<file path="src/hw/rtl/ipsm_pkg.sv">
package ipsm_pkg;

  localparam int unsigned CLUSTER_SLOTS_DEF = 16;
  localparam int unsigned WORD_AW           = 10;
  localparam int unsigned WORDS_PER_CLUSTER = 1 << WORD_AW;
  localparam int unsigned COUNT_W           = 21;
  localparam int unsigned POP_W             = 17;
  localparam int unsigned IP_W              = 32;
  localparam int unsigned KEY_W             = 16;
  localparam int unsigned BIT_W             = 6;
  localparam int unsigned QUEUE_DEPTH       = 2;

  localparam logic [IP_W-1:0] NONE_VALUE  = '1;
  localparam logic [1:0]      MODE_INSERT = 2'd0;
  localparam logic [1:0]      MODE_DELETE = 2'd1;

  typedef enum logic [1:0] {
    OP_INSERT,
    OP_DELETE,
    OP_QUERY
  } op_e;

  typedef enum logic [1:0] {
    ST_CLEAR,
    ST_IDLE,
    ST_EXEC
  } back_state_e;

  typedef struct packed {
    logic [1:0]      mode;
    logic [IP_W-1:0] ip;
  } req_t;

  typedef struct packed {
    logic               was_present;
    logic               table_full;
    logic [COUNT_W-1:0] element_count;
    logic [IP_W-1:0]    min_value;
    logic [IP_W-1:0]    max_value;
  } rsp_t;

  // Classified request as it travels from the front to the back.
  typedef struct packed {
    op_e                op;
    logic [KEY_W-1:0]   key;
    logic [WORD_AW-1:0] word_off;
    logic [BIT_W-1:0]   bit_idx;
    logic [IP_W-1:0]    ip;
  } cmd_t;

  // Signed compare on raw bit patterns.
  function automatic logic signed_less(logic [IP_W-1:0] a, logic [IP_W-1:0] b);
    return $signed(a) < $signed(b);
  endfunction

endpackage

</file>
<file path="src/hw/rtl/ipsm_queue.sv">
module ipsm_queue (
  input  logic           clk_i,
  input  logic           rst_ni,
  input  logic           push_valid_i,
  input  ipsm_pkg::cmd_t push_cmd_i,
  output logic           push_ready_o,
  output logic           pop_valid_o,
  output ipsm_pkg::cmd_t pop_cmd_o,
  input  logic           pop_i
);

  ipsm_pkg::cmd_t entry_q [ipsm_pkg::QUEUE_DEPTH];
  logic       wr_ptr_q, wr_ptr_d;
  logic       rd_ptr_q, rd_ptr_d;
  logic [1:0] cnt_q, cnt_d;
  logic       push, pop;

  assign push_ready_o = cnt_q != 2'(ipsm_pkg::QUEUE_DEPTH);
  assign pop_valid_o  = cnt_q != 2'd0;
  assign pop_cmd_o    = entry_q[rd_ptr_q];
  assign push         = push_valid_i && push_ready_o;
  assign pop          = pop_i && pop_valid_o;

  always_comb begin
    wr_ptr_d = push ? ~wr_ptr_q : wr_ptr_q;
    rd_ptr_d = pop ? ~rd_ptr_q : rd_ptr_q;
    cnt_d    = cnt_q + 2'(push) - 2'(pop);
  end

  always_ff @(posedge clk_i or negedge rst_ni) begin
    if (!rst_ni) begin
      wr_ptr_q <= 1'b0;
      rd_ptr_q <= 1'b0;
      cnt_q    <= 2'd0;
    end else begin
      wr_ptr_q <= wr_ptr_d;
      rd_ptr_q <= rd_ptr_d;
      cnt_q    <= cnt_d;
    end
  end

  always_ff @(posedge clk_i) begin
    if (push) begin
      entry_q[wr_ptr_q] <= push_cmd_i;
    end
  end

endmodule

</file>
<file path="config.mk">
export PLATFORM = sky130hd
export DESIGN_NAME = ipsm_queue
export DESIGN_NICKNAME = d
export VERILOG_FILES = /design/src/hw/rtl/ipsm_pkg.sv /design/src/hw/rtl/ipsm_queue.sv
export SDC_FILE = /design/constraint.sdc
export NUM_CORES = 1
export LEC_CHECK = 0
export ABC_CLOCK_PERIOD_IN_PS = 3560
export BUFFER_PORTS_ARGS = -buffer_cell sky130_fd_sc_hd__buf_4
export CAP_MARGIN = 10
export CORE_UTILIZATION = 45
export DETAILED_ROUTE_END_ITERATION = 8
export HOLD_SLACK_MARGIN = 0.02
export PLACE_DENSITY = 0.81
export SYNTH_ARGS = -nofsm -noshare
export SYNTH_HDL_FRONTEND = slang
export SYNTH_SLANG_ARGS = --single-unit
</file>
<file path="constraint.sdc">
create_clock -name clk_i -period 3.56 [get_ports clk_i]
set_input_delay 0.712 -clock clk_i [delete_from_list [all_inputs] [get_ports clk_i]]
set_output_delay 0.712 -clock clk_i [all_outputs]
set_load 0.02 [all_outputs]
</file>
== Word level (Yosys, flattened, before mapping) ==
Memory sizes are Yosys's and may differ from the RTL's.
Cells that the tools add are included.
Storage, ports and cells
  flip-flop bits (word level): 4
  RAM bits: 132
  input port bits: 70
  output and inout port bits: 68
  logic and storage cells: 14
  memories kept: 1
Operators by class
  add/subtract/negate cells: 2
  equal/unequal tests: 1
  mux-type cells: 2
  bitwise gates (word level): 2
  reductions and logical operators: 3
Memory list
  entry_q: words 2, bits a word 66, read ports 1, clocked after memory_dff 0, write ports 1, RTL line ipsm_queue.sv:12  | ipsm_pkg::cmd_t entry_q [ipsm_pkg::QUEUE_DEPTH];
Operators with widths (count)
  adder 2 x 1 -> 2 bit: 1
  logical AND 1 bit: 2
  two-way mux 1 bit: 2
  inequality test 2 bit, second input constant: 1
  NOT 1 bit: 2
  nonzero test 2 bit: 1
  subtractor 2 x 1 -> 2 bit: 1

== Longest topological paths before layout ==
Gate-level depths: netlist of the first run.
  depth in word-level cells: 4
  gate-level depth with buffers: 7
  gate-level depth less buffers: 7

== Least setup slack after synthesis of the first run ==
No wires, ideal clock.
  path kind: input port to flip-flop
  from: input push_valid_i
  to: memory entry_q[0][0] (netlist name), enable pin
  setup time: 0.490 ns
  data arrival time: 3.572 ns
  required time: 3.070 ns
  slack: -0.502 ns
  cell stages on the path: 2
  buffers on the path: 0
  path through: nand2_1 > nor2_1
Between the ends
  cells in the longest elaborated chain, start to end: 3
RTL lines
  start, declared: RTL line ipsm_queue.sv:4  | input logic push_valid_i,
  logical AND 1 bit: RTL line ipsm_queue.sv:21  | assign push = push_valid_i && push_ready_o;
  two-way mux 1 bit: RTL line ipsm_queue.sv:43  | if (push) begin
  two-way mux 1 bit (implied by the code): RTL line ipsm_queue.sv:44  | entry_q[wr_ptr_q] <= push_cmd_i;
  end, declared: RTL line ipsm_queue.sv:12
Every way passes these cells.

==> flow_metrics.tcl, run 1 <==
set metrics [dict create \
    core_area_mm2 0.0109 \
    final-max-slew-violation-count 0 \
    worst_pin_slew_ns 0.750 \
    p_leak_nw 2.68 \
    drive_gt1_share_pct 60.4 \
    p_clk_share_pct 28.0 \
    clkTransAtPathRegs_ns 0.06 \
    nets 450 \
    cts_max_level 4 \
    antenna_found_initial 0 \
    numCtsBuffers 17 \
    maxCapViolCount 0 \
    synth_top_family_by_area "multiplexers" \
    fin_crit_sh_pct 83.6 \
    fmax_mhz 336 \
    hold_viol 0 \
    worstHoldStart "push_cmd_i[17]" \
    grt_start_max_net_pins 48 \
    initial_core_util_pct 46.6 \
    netlist_instances 222 \
    grt_pass1_wl_um 12800 \
    setup_viol 0 \
    pre_cts_ws_ns 1.11 \
    finalPower_w 0.00612 \
    layout_setup_ws_ns 0.583 \
    drt_first_pass_iters 4 \
    placed_area_mm2 0.00629 \
    place.gp.congestion 0.703 \
    worst-path-buf-inv 2 \
    fillers 767 \
    p_sw_w 0.00180 \
    final_util_pct 63.2 \
    grt_usage_pct 15.3 \
    cpMostUsedCell "buf_4" \
    yosys-top-cells-area "edfxtp_1 78%, mux2_4 8.9%, mux2_2 8.0%" \
    ir_drop_mv 0.467 \
    ant_nets 0 \
    clock_skew_ns 0.00431 \
    viasPerCell 4.82 \
    critPathKind "reg -> out" \
    hpwl_um 5540 \
    synthAdderAreaFrac_pct 0.493 \
    ys_ff_latch 136 \
    cts-root-buf "clkbuf_8" \
    wl_per_cell_um 16.2 \
    cts_tree "built" \
    fin_area_mm2 0.00688 \
    avgSynthCellArea_um2 22.8 \
    run_status "completed" \
    crit_family "flip-flops" \
    slowest_delay_ns 0.91 \
    mostFrequentLayoutCell "buf_4" \
    crit_path_start_kind "flip-flop" \
    die_h_um 108 \
    drtIter0Drc 116 \
    synth-xor-area-share_pct 0.691 \
    worstPathCellList "buf_4, mux2_4, buf_4" \
    rsz0062_at_grt "false" \
    power_density_mw_per_mm2 889 \
    r2r_slack_ns 1.70 \
    area_delta_synth_final_pct 35.7 \
    p_comb_share_pct 32.7 \
    cp-end-kind "output pin" \
    route.detailed.drc 0 \
    clk_latency_ns 0.51 \
    layout_common_cells "142 x buf_4, 132 x edfxtp_1, 36 x mux2_2, 30 x mux2_4, 16 x clkbuf_16" \
    p_int_w 0.00432 \
    synth_compound_area_share_pct 0 \
    r2r_cells 3 \
    num_io_pins 138 \
    synthSimpleGateAreaFrac_pct 0.641 \
    hold_depth 1 \
    wirelength_um 8600 \
    worst_ep_arrival_time_ns 2.27 \
    worst_hold_path.endpoint "entry_q[0][17]$_DFFE_PP_" \
    fp.dieW_um 108 \
    cts_sinks 136 \
    syn_nets 294 \
    cts_resized 0 \
    gr-total-overflow 0 \
    cts.path.max_buffers 2 \
    port-buffer-count 137 \
    yosysTopAreaCellShare_pct 78.1 \
    n_antenna_cell 0 \
    ys_seq_area_share_pct 80.1 \
    finalSetupTns_ns 0 \
    crit_fanout 47 \
    yosys-mux-area-fraction_pct 16.9 \
    fp-row-count 38 \
    vias 2562 \
    relSlewSlack_pct 50.0 \
    swShare_pct 29.4 \
    pwr-share-seq_pct 39.3 \
    hp-class "in -> reg" \
    critPathSlowestCell "dfrtp_4" \
    r2r_start "cnt_q[1]$_DFF_PN0_" \
    worst_ep_required_time_ns 2.85 \
    yosysWarnings 0 \
    timing.rr.end "entry_q[1][35]$_DFFE_PP_" \
    ys_types 17 \
    grt_pass1_vias 2636 \
    min_period_ns 2.98 \
    syn_area_mm2 0.00507 \
    yosysTopAreaCell "edfxtp_1" \
    die-area_mm2 0.0117 \
]
power groups by stage:
stage / clock (W) / combinational (W) / sequential [W]
5_1_grt: 0.00180 / 0.00211 / 0.00245
3_3_place_gp: 0 / 0.00199 / 0.00243
2_1_floorplan: 0 / 0.00139 / 0.00231
6_report: 0.00171 / 0.00200 / 0.00240
4_1_cts: 0.00175 / 0.00203 / 0.00241
3_5_place_dp: 0 / 0.00202 / 0.00244
final cells by class:
class / count / area, um^2 / area share [%]
clock buffer: 20 / 425 / 6.18
clock inverter: 12 / 156 / 2.27
inverter: 1 / 3.75 / 0.0545
multi-input combinational: 78 / 957 / 13.9
sequential: 136 / 4070 / 59.1
tap: 140 / 175 / 2.55
timing repair buffer: 144 / 1100 / 15.9
what timing repair did:
item                      in CTS  in global routing
hold buffers                   1                  0
hold endpoints to repair       4                  0
setup buffers                  0                  0
cells by family (layout without fill, tap and decap cells):
logic type	after synthesis	after routing
xor gates and xnor gates	4	4
adders and majority gates	2	2
buffers and inverters	8	177
DFF	136	136
muxes	66	66
and+or+nand+nor	6	6
worst max-delay path by stage:
stage | from | to | slack, ns | cells past startpoint
2_1_floorplan | push_valid_i | entry_q[0][0]$_DFFE_PP_ | 0.60 | 2
3_3_place_gp | rd_ptr_q$_DFFE_PN0P_ | pop_cmd_o[48] | 1.13 | 3
3_5_place_dp | rd_ptr_q$_DFFE_PN0P_ | pop_cmd_o[48] | 1.11 | 3
4_1_cts | rd_ptr_q$_DFFE_PN0P_ | pop_cmd_o[48] | 0.54 | 3
5_1_grt | rd_ptr_q$_DFFE_PN0P_ | pop_cmd_o[48] | 0.49 | 3
6_report | rd_ptr_q$_DFFE_PN0P_ | pop_cmd_o[48] | 0.58 | 3
cells in the mapped netlist:
master	instances
mux2_2	36
ha_1	2
nand2_1	1
inv_1	1
dfrtp_1	4
edfxtp_1	132
mux2_4	30
xnor2_1	3
xor2_1	1
buf_2	3
and3_1	1
or2_1	1
buf_4	1
buf_6	3
nor2_1	1
and2_1	1
nand2b_1	1
layer usage:
layer / wire, um / track usage (%)
met5: 0 / 0
met4: 146 / 6.75
met3: 606 / 6.15
met2: 4570 / 27.1
met1: 3280 / 15.9
state kept, by name, indices dropped and copies added (netlist names):
register,cells
rd_ptr_q,1
entry_q,132
wr_ptr_q,1
cnt_q,2
worst reg2reg max path, cell delays in order (launching register included):
cell	delay [ns]
dfrtp_1	0.41
nand2b_1	0.13
and3_2	0.67
buf_12	0.32
through the flow:
stage / hold WS [ns] / cells
3_5_place_dp: 0.507 / 498
5_1_grt: 0.355 / 531
6_report: 0.386 / 531
3_3_place_gp: 0.496 / 498
2_1_floorplan: 0.416 / 222
4_1_cts: 0.359 / 531
No activity file was read; power rests on OpenSTA's default activity.
==> run 2: changes to the inputs <==
- ABC_AREA: default -> 1
- ABC_CLOCK_PERIOD_IN_PS: 3560 -> 2670
- clock period: 3.56 -> 2.67 ns (I/O delays scaled with it)
==> flow_metrics.tcl, run 2 <==
set metrics [dict create \
    run_status "completed" \
    largest_register_ffs 132 \
    place_inst 644 \
    synth_edf_count 132 \
    cts-root-buf "clkbuf_8" \
    hold_ws_ns 0.209 \
    route.detailed.drc 0 \
    final_cells 676 \
    regMostFlops "entry_q" \
    grt-busiest-layer "met2" \
    async_reset_ff_share_pct 2.94 \
    viasPerCell 4.75 \
    gr-total-overflow 0 \
    place.gp.congestion 0.740 \
    clk_latency_ns 0.50 \
    core_area_mm2 0.0109 \
    fin_crit_sh_pct 83.7 \
    n_antenna_cell 0 \
    wirelength_um 9560 \
    min_period_ns 2.23 \
    fmax_mhz 448 \
    grt_pass1_wl_um 14600 \
    hpwl_um 5940 \
    worstPathCellList "inv_2, buf_4, nand2_1, nand2_1, buf_4" \
    crit_path_start_kind "flip-flop" \
    worst_ep_arrival_time_ns 1.70 \
    r2r_start "cnt_q[1]$_DFF_PN0_" \
    critPathKind "reg -> out" \
    syn_area_mm2 0.00504 \
    post_cts_buffers 0 \
    layout_common_cells "211 x nand2_1, 139 x buf_4, 132 x edfxtp_1, 16 x clkbuf_16, 7 x inv_1" \
    rsz0062_at_grt "false" \
    yosysTopAreaCellShare_pct 78.6 \
    grt_usage_pct 17.0 \
    antenna_found_initial 0 \
    mostFrequentLayoutCell "nand2_1" \
    slowest_delay_ns 0.43 \
    hp-class "in -> reg" \
    fp-row-count 38 \
    gr-usage-met3_pct 5.45 \
    initial_core_util_pct 46.3 \
    clkTransAtPathRegs_ns 0.06 \
    top_regs "entry_q x132, cnt_q x2" \
    port-buffer-count 137 \
    worstHoldStart "push_cmd_i[53]" \
    cp-startpoint "rd_ptr_q$_DFFE_PN0P_" \
    p_leak_nw 2.94 \
    yosysWarnings 0 \
    maxCapViolCount 0 \
    numCtsBuffers 17 \
    ant_nets 0 \
    fp.dieW_um 108 \
    nets 596 \
    crit_fanout 36 \
    worst_pin_slew_ns 0.379 \
    relSlewSlack_pct 74.7 \
    yosysTopAreaCell "edfxtp_1" \
    vias 3211 \
    netlist_instances 377 \
    grtUsageMet1_pct 20.1 \
    hold_viol 0 \
    synthTopCellsByCount "211 x nand2_1, 132 x edfxtp_1, 8 x buf_2, 8 x inv_1, 5 x buf_6" \
    cts.path.max_buffers 2 \
    synth_most_common_cell "nand2_1" \
    ys.flop_type "edfxtp_1" \
    area_delta_synth_final_pct 34.8 \
    ys_seq_area_share_pct 80.6 \
    wl_per_cell_um 14.1 \
    ys_types 11 \
    worst_ep_required_time_ns 2.14 \
    finalSetupTns_ns 0 \
    cts_tree "built" \
    cts_max_level 4 \
    cp-end-kind "output pin" \
    final_util_pct 62.5 \
    cts_sinks 136 \
    die-area_mm2 0.0116 \
    drt_first_pass_iters 4 \
    drtIter0Drc 153 \
    avgSynthCellArea_um2 13.4 \
    ys_ff_latch 136 \
    grt_pass1_vias 3115 \
    clock_skew_ns 0.00469 \
    grt_start_max_net_pins 68 \
    yosys-top-cells-area "edfxtp_1 79%, nand2_1 16%, dfrtp_1 2.0%" \
    ir_drop_mv 0.727 \
    drive_gt1_share_pct 32.5 \
    final-max-slew-violation-count 0 \
    power_density_mw_per_mm2 1210 \
    critPathSlowestCell "dfrtp_2" \
    setup_viol 0 \
    die_h_um 108 \
    syn_nets 449 \
    met2_usage_pct 28.1 \
    num_io_pins 138 \
]
-- run 2: worst paths after layout --
kind / to / slack, ns / cells after the start
worst min register to register: wr_ptr_q$_DFFE_PN0N_ / 0.49 / 2
min in group asynchronous: cnt_q[1]$_DFF_PN0_ / 0.39 / 2
worst max register to register: entry_q[1][13]$_DFFE_PP_ / 1.17 / 4
worst min-delay path: entry_q[0][53]$_DFFE_PP_ / 0.21 / 1
max in group asynchronous: rd_ptr_q$_DFFE_PN0P_ / 2.17 / 2
worst max-delay path: pop_cmd_o[54] / 0.44 / 5
-- run 2: final cells by class --
cell class                      instances  area (um^2)
Fill cell                             839         4090
Sequential cell                       136         4070
Timing Repair Buffer                  143         1110
Multi-Input combinational cell        217          843
Clock buffer                           17          414
Tap cell                              140          175
Clock inverter                         14          158
Inverter                                9         33.8
-- run 2: report_power, final --
| group | internal, W | switching [W] | leakage [nW] |
|---|---|---|---|
| sequential | 0.00291 | 0.000121 | 1.28 |
| clock | 0.00140 | 0.000833 | 0.276 |
| combinational | 0.00106 | 0.00188 | 1.39 |
| total | 0.00538 | 0.00283 | 2.94 |
-- run 2: repair_timing --
item | CTS | global route
hold endpoints to repair | 4 | 0
hold buffers | 1 | 0
gates resized for setup | 0 | 0
-- run 2: kinds of logic after synthesis --
| group | synth area share (%) |
|---|---|
| adders and majority gates | 0.496 |
| buffers and inverters | 2.88 |
| and+or+nand+nor | 16.1 |
| DFF | 80.6 |
-- run 2: metrics by stage --
| step | total power [W] | cell area, um^2 | setup WS, ns |
|---|---|---|---|
| after floorplan | 0.00485 | 5050 | 0.249 |
| after global placement | 0.00599 | 6220 | 0.992 |
| after detailed placement | 0.00606 | 6220 | 0.957 |
| after CTS | 0.00832 | 6800 | 0.399 |
| after global routing | 0.00864 | 6800 | 0.301 |
| final | 0.00821 | 6800 | 0.436 |
-- run 2: per-layer routing --
layer	vias to the layer above	wire length, um	share of wire [%]
met3	13	677	7.1
met4	0	146	1.5
met1	1501	3780	39
met2	140	4960	52
li1	1557	-	-
met5	-	0	0
-- run 2: worst max-delay path, delay by kind of cell (launching register included) --
kind | cells | cell delay [ns]
AND/OR/NAND/NOR | 2 | 0.21
flip-flops | 1 | 0.43
buffers and inverters | 3 | 0.54
